--- src/ole_pkg.sv ---
// Shared types, constants and codes for the ordered list engine.
package ole_pkg;

    localparam int CAPACITY      = 64;
    localparam int ELEMENT_WIDTH = 32;
    localparam int ADDR_W        = $clog2(CAPACITY);
    localparam int CNT_W         = $clog2(CAPACITY + 1);
    localparam int OPC_W         = 3;
    localparam int POS_W         = 6;
    localparam int KEY_W         = 32;
    localparam int STATUS_W      = 2;
    localparam int FOUND_W       = 7;

    typedef enum logic [OPC_W-1:0] {
        OP_INS_BEFORE = 3'd0,
        OP_INS_START  = 3'd1,
        OP_APPEND     = 3'd2,
        OP_REMOVE     = 3'd3,
        OP_OVERWRITE  = 3'd4,
        OP_FIND       = 3'd5
    } op_t;

    typedef enum logic [STATUS_W-1:0] {
        ST_OK      = 2'd0,
        ST_ILLEGAL = 2'd1,
        ST_FULL    = 2'd2
    } status_t;

    // Datapath micro-commands issued by the controller
    typedef enum logic [3:0] {
        DP_NOP,
        DP_LOAD,
        DP_START_GROW,
        DP_START_SHRINK,
        DP_START_SCAN,
        DP_MOVE_RD,
        DP_MOVE_WR,
        DP_PUT,
        DP_DROP,
        DP_OVERWRITE,
        DP_SCAN_NEXT,
        DP_FINISH
    } dp_op_t;

    typedef enum logic [1:0] {
        MODE_GROW,
        MODE_SHRINK,
        MODE_SCAN
    } mode_t;

    typedef struct packed {
        dp_op_t  op;
        status_t st;
        logic    hit;
    } cmd_t;

    typedef struct packed {
        logic [OPC_W-1:0] opc;
        logic             legal;
        logic             full;
        logic             grow;
        logic             more;
        logic             match;
        logic             last;
    } dp_stat_t;

endpackage

--- src/ordered_list_engine_top.sv ---
// Ordered list engine: one request in, one result out, entries kept in a RAM.
// Overwrite, errors and unused codes finish without walking the list; insert/append/remove
// move entries one at a time, and find compares entries from the given position onward.
// Each entry move or compare waits for the registered read of the list RAM.
// A new request is taken the cycle after the previous result is registered.
// Reset clears the count and handshakes; list contents are undefined until written.
module ordered_list_engine_top (
    input  logic                                clk,
    input  logic                                rst_n,
    input  logic                                in_valid,
    output logic                                in_ready,
    input  logic [ole_pkg::OPC_W-1:0]           opcode,
    input  logic [ole_pkg::POS_W-1:0]           position,
    input  logic [ole_pkg::KEY_W-1:0]           element_key,
    output logic                                out_valid,
    input  logic                                out_ready,
    output logic [ole_pkg::STATUS_W-1:0]        status,
    output logic signed [ole_pkg::FOUND_W-1:0]  found_position,
    output logic [ole_pkg::CNT_W-1:0]           entry_count
);
    import ole_pkg::*;

    cmd_t     cmd;
    dp_stat_t stat;

    ole_ctrl u_ctrl (
        .clk       (clk),
        .rst_n     (rst_n),
        .in_valid  (in_valid),
        .in_ready  (in_ready),
        .out_valid (out_valid),
        .out_ready (out_ready),
        .stat      (stat),
        .cmd       (cmd)
    );

    ole_datapath u_datapath (
        .clk            (clk),
        .rst_n          (rst_n),
        .cmd            (cmd),
        .stat           (stat),
        .opcode         (opcode),
        .position       (position),
        .element_key    (element_key),
        .status         (status),
        .found_position (found_position),
        .entry_count    (entry_count)
    );

    // Count never exceeds the list capacity
    a_count_bound: assert property (@(posedge clk) disable iff (!rst_n)
        out_valid |-> entry_count <= CNT_W'(CAPACITY))
        else $error("entry count above capacity");

    // A full status only appears with a full list
    a_full_count: assert property (@(posedge clk) disable iff (!rst_n)
        (out_valid && status == ST_FULL) |-> entry_count == CNT_W'(CAPACITY))
        else $error("full status with room left");

    // A match position is only reported by a good request and lies inside the list
    a_found_ok: assert property (@(posedge clk) disable iff (!rst_n)
        (out_valid && found_position != -7'sd1) |->
            (status == ST_OK && CNT_W'(found_position) < entry_count))
        else $error("match position with bad status or outside list");

    // No request is taken while one is in progress
    a_one_at_a_time: assert property (@(posedge clk) disable iff (!rst_n)
        (in_valid && in_ready) |=> !in_ready)
        else $error("request taken while busy");

endmodule

--- src/ole_ram.sv ---
// Generic single-write, single-read RAM with registered read data.
module ole_ram #(
    parameter int WIDTH = 32,
    parameter int DEPTH = 64
) (
    input  logic                     clk,
    input  logic                     we,
    input  logic [$clog2(DEPTH)-1:0] waddr,
    input  logic [WIDTH-1:0]         wdata,
    input  logic [$clog2(DEPTH)-1:0] raddr,
    output logic [WIDTH-1:0]         rdata
);

    logic [WIDTH-1:0] mem [DEPTH];

    // Write port and registered read port
    always_ff @(posedge clk)
    begin
        if (we)
        begin
            mem[waddr] <= wdata;
        end
        rdata <= mem[raddr];
    end

endmodule

--- src/ole_datapath.sv ---
// Datapath: list memory, entry count, request registers, walk index and result registers.
module ole_datapath (
    input  logic                            clk,
    input  logic                            rst_n,
    input  ole_pkg::cmd_t                   cmd,
    output ole_pkg::dp_stat_t               stat,
    input  logic [ole_pkg::OPC_W-1:0]       opcode,
    input  logic [ole_pkg::POS_W-1:0]       position,
    input  logic [ole_pkg::KEY_W-1:0]       element_key,
    output logic [ole_pkg::STATUS_W-1:0]    status,
    output logic signed [ole_pkg::FOUND_W-1:0] found_position,
    output logic [ole_pkg::CNT_W-1:0]       entry_count
);
    import ole_pkg::*;

    logic [OPC_W-1:0]         opc_reg, opc_next;
    logic [POS_W-1:0]         pos_reg, pos_next;
    logic [ELEMENT_WIDTH-1:0] key_reg, key_next;
    logic [CNT_W-1:0]         cnt_reg, cnt_next;
    logic [CNT_W-1:0]         idx_reg, idx_next;
    logic [CNT_W-1:0]         tgt_reg, tgt_next;
    mode_t                    mode_reg, mode_next;
    logic [STATUS_W-1:0]      status_reg, status_next;
    logic [FOUND_W-1:0]       found_reg, found_next;
    logic [CNT_W-1:0]         count_out_reg, count_out_next;

    logic                     ram_we;
    logic [ADDR_W-1:0]        ram_waddr;
    logic [ELEMENT_WIDTH-1:0] ram_wdata;
    logic [ADDR_W-1:0]        ram_raddr;
    logic [ELEMENT_WIDTH-1:0] ram_rdata;
    logic [CNT_W-1:0]         idx_dn;
    logic [CNT_W-1:0]         idx_up;
    logic [CNT_W-1:0]         pos_ext;

    assign idx_dn  = idx_reg - CNT_W'(1);
    assign idx_up  = idx_reg + CNT_W'(1);
    assign pos_ext = CNT_W'(pos_reg);

    ole_ram #(
        .WIDTH (ELEMENT_WIDTH),
        .DEPTH (CAPACITY)
    ) u_list_ram (
        .clk   (clk),
        .we    (ram_we),
        .waddr (ram_waddr),
        .wdata (ram_wdata),
        .raddr (ram_raddr),
        .rdata (ram_rdata)
    );

    // Read address follows the walk direction
    always_comb
    begin
        unique case (mode_reg)
            MODE_GROW:   ram_raddr = idx_dn[ADDR_W-1:0];
            MODE_SHRINK: ram_raddr = idx_up[ADDR_W-1:0];
            default:     ram_raddr = idx_reg[ADDR_W-1:0];
        endcase
    end

    // Status back to the controller
    always_comb
    begin
        stat.opc   = opc_reg;
        stat.legal = pos_ext < cnt_reg;
        stat.full  = cnt_reg == CNT_W'(CAPACITY);
        stat.grow  = mode_reg == MODE_GROW;
        stat.more  = (mode_reg == MODE_GROW) ? (idx_reg > tgt_reg) : (idx_up < cnt_reg);
        stat.match = ram_rdata == key_reg;
        stat.last  = idx_up >= cnt_reg;
    end

    // Execute one command per cycle
    always_comb
    begin
        opc_next       = opc_reg;
        pos_next       = pos_reg;
        key_next       = key_reg;
        cnt_next       = cnt_reg;
        idx_next       = idx_reg;
        tgt_next       = tgt_reg;
        mode_next      = mode_reg;
        status_next    = status_reg;
        found_next     = found_reg;
        count_out_next = count_out_reg;
        ram_we         = 1'b0;
        ram_waddr      = idx_reg[ADDR_W-1:0];
        ram_wdata      = ram_rdata;
        unique case (cmd.op)
            DP_LOAD:
            begin
                opc_next = opcode;
                pos_next = position;
                key_next = element_key[ELEMENT_WIDTH-1:0];
            end
            DP_START_GROW:
            begin
                mode_next = MODE_GROW;
                idx_next  = cnt_reg;
                priority if (opc_reg == OP_INS_BEFORE)
                begin
                    tgt_next = pos_ext;
                end
                else if (opc_reg == OP_APPEND)
                begin
                    tgt_next = cnt_reg;
                end
                else
                begin
                    tgt_next = '0;
                end
            end
            DP_START_SHRINK:
            begin
                mode_next = MODE_SHRINK;
                idx_next  = pos_ext;
            end
            DP_START_SCAN:
            begin
                mode_next = MODE_SCAN;
                idx_next  = pos_ext;
            end
            DP_MOVE_WR:
            begin
                ram_we    = 1'b1;
                ram_waddr = idx_reg[ADDR_W-1:0];
                ram_wdata = ram_rdata;
                idx_next  = (mode_reg == MODE_GROW) ? idx_dn : idx_up;
            end
            DP_PUT:
            begin
                ram_we    = 1'b1;
                ram_waddr = tgt_reg[ADDR_W-1:0];
                ram_wdata = key_reg;
                cnt_next  = cnt_reg + CNT_W'(1);
            end
            DP_DROP:
            begin
                cnt_next = cnt_reg - CNT_W'(1);
            end
            DP_OVERWRITE:
            begin
                ram_we    = 1'b1;
                ram_waddr = pos_ext[ADDR_W-1:0];
                ram_wdata = key_reg;
            end
            DP_SCAN_NEXT:
            begin
                idx_next = idx_up;
            end
            DP_FINISH:
            begin
                status_next    = cmd.st;
                found_next     = cmd.hit ? FOUND_W'(idx_reg) : '1;
                count_out_next = cnt_reg;
            end
            default:
            begin
                // no datapath action (also read issue for a move)
            end
        endcase
    end

    // Entry count
    always_ff @(posedge clk or negedge rst_n)
    begin
        if (!rst_n)
        begin
            cnt_reg <= '0;
        end
        else
        begin
            cnt_reg <= cnt_next;
        end
    end

    // Payload and walk registers
    always_ff @(posedge clk)
    begin
        opc_reg       <= opc_next;
        pos_reg       <= pos_next;
        key_reg       <= key_next;
        idx_reg       <= idx_next;
        tgt_reg       <= tgt_next;
        mode_reg      <= mode_next;
        status_reg    <= status_next;
        found_reg     <= found_next;
        count_out_reg <= count_out_next;
    end

    assign status         = status_reg;
    assign found_position = signed'(found_reg);
    assign entry_count    = count_out_reg;

endmodule

--- src/ole_ctrl.sv ---
// Controller: sequences each request through the datapath and drives the handshakes.
module ole_ctrl (
    input  logic              clk,
    input  logic              rst_n,
    input  logic              in_valid,
    output logic              in_ready,
    output logic              out_valid,
    input  logic              out_ready,
    input  ole_pkg::dp_stat_t stat,
    output ole_pkg::cmd_t     cmd
);
    import ole_pkg::*;

    typedef enum logic [2:0] {
        S_IDLE,
        S_DECIDE,
        S_LOOP,
        S_MOVE_WR,
        S_SCAN_RD,
        S_SCAN_CMP,
        S_DONE
    } state_t;

    state_t  state_reg, state_next;
    logic    out_valid_reg, out_valid_next;
    status_t st_reg, st_next;
    logic    hit_reg, hit_next;

    // Next state and command decode
    always_comb
    begin
        state_next     = state_reg;
        out_valid_next = out_valid_reg && !out_ready;
        st_next        = st_reg;
        hit_next       = hit_reg;
        cmd.op         = DP_NOP;
        cmd.st         = st_reg;
        cmd.hit        = hit_reg;
        unique case (state_reg)
            S_IDLE:
            begin
                if (in_valid)
                begin
                    cmd.op     = DP_LOAD;
                    state_next = S_DECIDE;
                end
            end
            S_DECIDE:
            begin
                st_next    = ST_OK;
                hit_next   = 1'b0;
                state_next = S_DONE;
                unique case (stat.opc)
                    OP_INS_BEFORE:
                    begin
                        priority if (!stat.legal)
                        begin
                            st_next = ST_ILLEGAL;
                        end
                        else if (stat.full)
                        begin
                            st_next = ST_FULL;
                        end
                        else
                        begin
                            cmd.op     = DP_START_GROW;
                            state_next = S_LOOP;
                        end
                    end
                    OP_INS_START, OP_APPEND:
                    begin
                        if (stat.full)
                        begin
                            st_next = ST_FULL;
                        end
                        else
                        begin
                            cmd.op     = DP_START_GROW;
                            state_next = S_LOOP;
                        end
                    end
                    OP_REMOVE:
                    begin
                        if (!stat.legal)
                        begin
                            st_next = ST_ILLEGAL;
                        end
                        else
                        begin
                            cmd.op     = DP_START_SHRINK;
                            state_next = S_LOOP;
                        end
                    end
                    OP_OVERWRITE:
                    begin
                        if (!stat.legal)
                        begin
                            st_next = ST_ILLEGAL;
                        end
                        else
                        begin
                            cmd.op = DP_OVERWRITE;
                        end
                    end
                    OP_FIND:
                    begin
                        if (!stat.legal)
                        begin
                            st_next = ST_ILLEGAL;
                        end
                        else
                        begin
                            cmd.op     = DP_START_SCAN;
                            state_next = S_SCAN_RD;
                        end
                    end
                    default:
                    begin
                        // unused opcode: no operation
                    end
                endcase
            end
            S_LOOP:
            begin
                if (stat.more)
                begin
                    cmd.op     = DP_MOVE_RD;
                    state_next = S_MOVE_WR;
                end
                else
                begin
                    cmd.op     = stat.grow ? DP_PUT : DP_DROP;
                    state_next = S_DONE;
                end
            end
            S_MOVE_WR:
            begin
                cmd.op     = DP_MOVE_WR;
                state_next = S_LOOP;
            end
            S_SCAN_RD:
            begin
                state_next = S_SCAN_CMP;
            end
            S_SCAN_CMP:
            begin
                priority if (stat.match)
                begin
                    hit_next   = 1'b1;
                    state_next = S_DONE;
                end
                else if (stat.last)
                begin
                    state_next = S_DONE;
                end
                else
                begin
                    cmd.op     = DP_SCAN_NEXT;
                    state_next = S_SCAN_RD;
                end
            end
            S_DONE:
            begin
                // Publish once the result register is free
                if (!out_valid_reg || out_ready)
                begin
                    cmd.op         = DP_FINISH;
                    out_valid_next = 1'b1;
                    state_next     = S_IDLE;
                end
            end
            default:
            begin
                state_next = S_IDLE;
            end
        endcase
    end

    // State and registered outputs
    always_ff @(posedge clk or negedge rst_n)
    begin
        if (!rst_n)
        begin
            state_reg     <= S_IDLE;
            out_valid_reg <= 1'b0;
            st_reg        <= ST_OK;
            hit_reg       <= 1'b0;
        end
        else
        begin
            state_reg     <= state_next;
            out_valid_reg <= out_valid_next;
            st_reg        <= st_next;
            hit_reg       <= hit_next;
        end
    end

    assign in_ready  = state_reg == S_IDLE;
    assign out_valid = out_valid_reg;

endmodule
--- config.mk ---
export PLATFORM = sky130hd
export DESIGN_NAME = ordered_list_engine_top
export DESIGN_NICKNAME = d
export VERILOG_FILES = /design/src/ole_pkg.sv /design/src/ordered_list_engine_top.sv /design/src/ole_ram.sv /design/src/ole_datapath.sv /design/src/ole_ctrl.sv
export SDC_FILE = /design/constraint.sdc
export NUM_CORES = 2
export LEC_CHECK = 0
export BUFFER_PORTS_ARGS = -buffer_cell sky130_fd_sc_hd__buf_4
export CAP_MARGIN = 20
export CORE_UTILIZATION = 47
export CTS_CLUSTER_DIAMETER = 50
export DETAILED_ROUTE_END_ITERATION = 12
export SETUP_SLACK_MARGIN = 0.02
export SLEW_MARGIN = 30
export SYNTH_ARGS = -nofsm -noshare
export SYNTH_HDL_FRONTEND = slang
export SYNTH_HIERARCHICAL = 1
export SYNTH_SLANG_ARGS = --single-unit
export TNS_END_PERCENT = 100
--- constraint.sdc ---
create_clock -name clk -period 6.57 [get_ports clk]
set_input_delay 0 -clock clk [delete_from_list [all_inputs] [get_ports clk]]
set_output_delay 0 -clock clk [all_outputs]
set_load 0.01 [all_outputs]
* Word-level counts from Yosys, hierarchy flattened *
Memory sizes are Yosys's and may differ from the RTL's. A register that Yosys moved wholly into a read port is not among the register bits.
Index checks and enable logic that the tools add are counted.
W data, S select, Z words.

operators by class
  $add $sub $neg = 4
  multipliers = 0
  div/mod/pow operators = 0
  magnitude comparators = 4
  eq/ne operators = 27
  shifts and indexed selects = 0
  multiplexer cells = 45
  bitwise logic cells = 1
  reductions and logical operators = 19

operator list
  operator               count
  $eq A32 B32 Y1         1
  $mux W32               1
  $mux W4                7
  $pmux W7 S4            1
  $mux W3                8
  $pmux W4 S6            1
  $pmux W6 S2            2
  $pmux W3 S7            1
  $pmux W4 S5            1
  $eq A4 B4 Y1 const B   4
  $eq A3 B3 Y1 const B   5
  $add A7 B1 Y7 const B  2
  $pmux W7 S2            1
  $sub A7 B1 Y7 const B  2
  $eq A3 B2 Y1 const B   4
  $eq A4 B3 Y1 const B   3
  $mux W2                6
  $mux W6                2
  $pmux W2 S3            2
  $pmux W3 S4            1
  $mux W1                9
  $eq A4 B2 Y1 const B   2
  $reduce_or A2 Y1       4
  $eq A7 B7 Y1 const B   1
  22 further kinds       29

storage, ports and cells
  bits in registers = 87
  bits in latches = 0
  memory bits (writable) = 2,048
  bits in read-only memories = 0
  input port bits = 45
  output and inout bits = 18
  logic and storage cells = 116
  memories kept = 1

memories
  name                       words  width  read ports  clocked after Yosys merged registers in  write ports  line           RTL
  u_datapath.u_list_ram.mem  64     32     1           1                                        1            ole_ram.sv:14  logic [WIDTH-1:0] mem [DEPTH];

* Depth between registers and ports, before layout *
  depth after elaboration = 10
  gate-level depth with buffers = 24
  gate-level depth less buffers = 20

* Modules after synthesis *
The synthesis kept the hierarchy.

by module, submodules not included
  module        times used  cells each  area an instance (um^2)  sequential area each (um^2)
  ole_ram       1           3,324       78,515.3                 62,139.6
  ole_datapath  1           401         4,887.2                  2,367.3
  ole_ctrl      1           71          609.3                    175.2

* Worst setup path before layout *
No wires, ideal clock.

  path type = reg-to-reg
  start point = register u_datapath.idx_reg[0]
  end point = memory u_datapath.u_list_ram.mem[48][0], enable pin
  setup time = 461 ps
  data arrival time = 6,481 ps
  data required time = 6,109 ps
  slack = -372 ps
  stages on the path, launching flop included = 24
  buffers on the path = 4
  clock period less this slack = 6,942 ps
  cell sequence = edfxtp_1 > ha_1 > nand3_1 > nor2_1 > xor2_1 > ha_1 > nand4_1 > a21oi_1 > a2111oi_0 > a22o_1 > nor2b_1 > o211ai_1 > o221ai_1 > buf_4 > nand2b_1 > nor2_4 > nor2_2 > buf_6 > buf_6 > a221o_1 > clkbuf_1 > nor2b_1 > nand4b_1 > nor3_1

RTL lines
  element                 line                 RTL
  start, declared         ole_datapath.sv:20   logic [CNT_W-1:0] idx_reg, idx_next;
  start signal, assigned  ole_datapath.sv:184  idx_reg <= idx_next;
  end, declared           ole_ram.sv:14

==> reports/qor.txt <==
========================================================================================
Area of the mapped netlist ................................................ 0.0840 sq mm
Largest net degree at the start of global routing .........................           69
# nets final ..............................................................         4246
Iteration-0 DRC count of the detailed router ..............................         4632
Area Growth Syn to Fin ....................................................        16.4%
Initial core utilization ..................................................        47.5%
Overflow left after global routing ........................................            0
Kind of capture point of the worst setup path .............................         flop
Port Buf Inserts ..........................................................           62
Maxcap violations .........................................................            0
Count of endpoints failing hold in the final timing report ................            0
Wire length after detailed routing ........................................    205000 um
Endpoint required time on the critical path ...............................      7100 ps
Vias in the first global route ............................................        40400
Final setup violation count ...............................................            0
Worst stage delay on the critical path ....................................       710 ps
Highest fanout seen on the critical path ..................................           25
Wire length of the first global-routing pass ..............................    294000 um
Max-slew violations .......................................................            0
Overall die height ........................................................       425 um
Cell family contributing the most delay on the critical path .............. simple AND/OR/NAND/NOR gates
EDFF count, synth .........................................................         2121
Total global routing track utilization ....................................        22.9%
End point of the critical path ............................................ u_datapath/u_list_ram/mem[34][2]
Worst min path class ......................................................    in -> reg
Warnings, synthesis .......................................................            6
FMAX ......................................................................      162 MHz
Number of placement rows ..................................................          154
Most common library cell in the layout ignoring fill and taps ............. sky130_fd_sc_hd__edfxtp_1
Gate count after technology mapping .......................................         3796
Reg2Reg Launch Point ...................................................... u_datapath/idx_reg[0]
Critical path cell sequence ............................................... ha_1, nand3_1, nor2_1, xor2_1, ha_1, nand4_1, a21oi_1, a2111oi_0, a22o_1, nor2_1, a221oi_2, a21oi_1, nand2b_1, nor2_4, nor2_4, a221o_1, or3b_2, nor2_4, buf_12
H-tree lvl count ..........................................................            4
Reg-to-reg endpoint ....................................................... u_datapath/u_list_ram/mem[34][2]
DRC Markers ...............................................................            0
TritonCTS clock tree ......................................................          yes
Number of search-and-repair iterations in the first detailed-routing pass .            6
Most instantiated flip-flop cell in the synthesis netlist ................. sky130_fd_sc_hd__edfxtp_1
Buffers from clock root to sink, at most ..................................            3
Flip-flop count of the largest register after layout ......................         2048
Cells on worst reg2reg path ...............................................           19
HPWL after DPL ............................................................    125000 um
Worst setup path startpoint ............................................... u_datapath/idx_reg[0]
Flip-flop and latch count after synthesis .................................         2167
Clock Sinks ...............................................................         2167
Share of post-route cells with drive strength above 1 .....................        29.2%
Top library cells by usage in the layout, fill and taps aside ............. sky130_fd_sc_hd__edfxtp_1 (2121), sky130_fd_sc_hd__mux4_2 (544), sky130_fd_sc_hd__clkbuf_16 (225)
Post-synthesis async set-or-reset flop share ..............................       0.646%
Slack of the worst reg-to-reg path ........................................       380 ps
Cell variety after synth ..................................................           76
Run status ................................................................    completed
Shortest clock period the worst path allows after layout ..................      6190 ps
Number of stages on the worst setup path ..................................           19
Clock latency of the later-clocked register in the worst-skew pair ........       850 ps
CP arrival ................................................................      6720 ps
Final period util .........................................................        94.2%
Number of top-level design ports ..........................................           63
Critical setup path kind ..................................................   reg -> reg
TritonCTS buffer count ....................................................          221
Final Wtd Congestion ......................................................        0.841
Pre-CTS setup slack .......................................................       555 ps
Via density ...............................................................         6.00
CTS clock-pin slew for the worst setup and hold paths .....................        60 ps
Initial antenna violation count ...........................................            5
Post-synthesis area per instance ..........................................   22.1 sq um
Slowest library cell on the worst path .................................... sky130_fd_sc_hd__or3b_2
Worst slew margin .........................................................        30.7%
Chip width ................................................................       425 um
Actual slew at the worst max-slew pin .....................................      1040 ps
Clock tree skew after final layout ........................................      42.9 ps
Aggregate negative setup slack ............................................         0 ps
Remaining antenna violation count after routing ...........................            0
Proportion of synthesized chip area in sequential cells ...................        77.0%
Number of buffers and inverters on the critical path ......................            1
Final critical-path setup slack ...........................................       379 ps
RSZ-0062 raised after global routing ......................................           no
Total Die Area ............................................................  0.180 sq mm
Post-synth net total ......................................................         3863
Via count .................................................................        40300
Startpoint type of the worst setup path ...................................         flop
Buffer cell driving the clock tree root ................................... sky130_fd_sc_hd__clkbuf_16
Cell repeated most along the worst path ................................... sky130_fd_sc_hd__nor2_4
Post-DR wirelength/cell ...................................................      30.5 um
Core region area ..........................................................  0.177 sq mm
Final core area utilization ...............................................        55.3%
========================================================================================
## worst reg2reg max path, cell delays in order, from the launching register on
cell and delay [ps]:
sky130_fd_sc_hd__edfxtp_1 570, sky130_fd_sc_hd__ha_1 320, sky130_fd_sc_hd__nand3_1 140, sky130_fd_sc_hd__nor2_1 210, sky130_fd_sc_hd__xor2_1 210, sky130_fd_sc_hd__ha_1 290
sky130_fd_sc_hd__nand4_1 130, sky130_fd_sc_hd__a21oi_1 50, sky130_fd_sc_hd__a2111oi_0 560, sky130_fd_sc_hd__a22o_1 350, sky130_fd_sc_hd__nor2_1 90, sky130_fd_sc_hd__a221oi_2 290
sky130_fd_sc_hd__a21oi_1 100, sky130_fd_sc_hd__nand2b_1 400, sky130_fd_sc_hd__nor2_4 370, sky130_fd_sc_hd__nor2_4 90, sky130_fd_sc_hd__a221o_1 370, sky130_fd_sc_hd__or3b_2 710
sky130_fd_sc_hd__nor2_4 340, sky130_fd_sc_hd__buf_12 240
## cells by family after synthesis
logic type	count (synthesis)	share of synthesized area [%]
compound gates	278	2.21
xor+xnor	55	0.573
fa+ha+maj	22	0.328
buf+inv	230	1.35
flops	2167	77.0
mux	682	16.3
simple gates	362	2.21
## metal layers
metal  vias to the layer above  GRT usage, %  wire length (um)
met3                       267          4.61             15900
met5                         -             0                 0
met1                     21700          32.6             84700
met4                         0          6.01              4880
met2                      1508          36.5             99300
li1                      16800             -                 -
## cells in the mapped netlist, drive strengths merged, types with 4 or more instances
library cell | n | area (sq um)
dfxtp | 32 | 641
ha | 22 | 275
dfrtp | 14 | 350
nand2b | 23 | 151
a221o | 10 | 100
nand2 | 45 | 176
mux2i | 105 | 1050
a41o | 4 | 40.0
edfxtp | 2121 | 63700
and3 | 7 | 43.8
o22ai | 88 | 551
a311oi | 8 | 70.1
nor3 | 23 | 143
a22oi | 17 | 128
mux2 | 33 | 424
a31oi | 4 | 25.0
o21ai | 16 | 80.1
mux4 | 544 | 12300
buf | 128 | 752
nor4 | 9 | 56.3
xor2 | 42 | 368
a22o | 4 | 35.0
a21oi | 75 | 375
nand3b | 9 | 67.6
nor2 | 170 | 661
inv | 21 | 78.8
nand4 | 9 | 56.3
nor3b | 8 | 80.1
nor2b | 21 | 131
o211ai | 5 | 37.5
nand3 | 10 | 50.1
or2 | 6 | 37.5
o221ai | 29 | 254
or3b | 7 | 63.8
xnor2 | 13 | 114
clkbuf | 81 | 304
o32ai | 5 | 43.8
## area by class of cell
type | count | area, sq um
well taps | 2340 | 2930
clock inverters | 133 | 1420
multi-input cells | 1399 | 18800
flip-flops and latches | 2167 | 64700
clock buffers | 275 | 5860
diodes | 4 | 10.0
repair buffers | 369 | 4060
fillers | 13300 | 79100
inverters | 21 | 78.8
## how the worst min path moves through the flow
stage | start | to | slack, ps | cells after the start
after floorplan | rst_n | u_ctrl/hit_reg | -300 | 0
after global placement | rst_n | u_datapath/cnt_reg[0] | -130 | 1
after detailed placement | rst_n | u_datapath/cnt_reg[1] | -130 | 1
after CTS | element_key[29] | u_datapath/key_reg[29] | 4 | 2
after global routing | out_ready | u_ctrl/out_valid | 90 | 4
final | in_valid | u_ctrl/state_reg[0] | 110 | 4
## through the flow
step                hold slack, ps  area, sq um  cells
floorplan                     -296        84000   3796
global placement              -134        89600   6205
detailed placement            -132        89600   6208
CTS                           3.54        97800   6701
global route                  90.8        97800   6704
finish                         107        97800   6708
## repair_timing
action	in CTS	in global routing
hold endpoints to repair	59	1
hold buffers	85	1
gates resized for setup	0	1
endpoints found under the setup margin	0	65
setup buffers	0	2
Power is not shown: default switching activity piles up to over one toggle a cycle in this logic, so the estimate is an artifact.
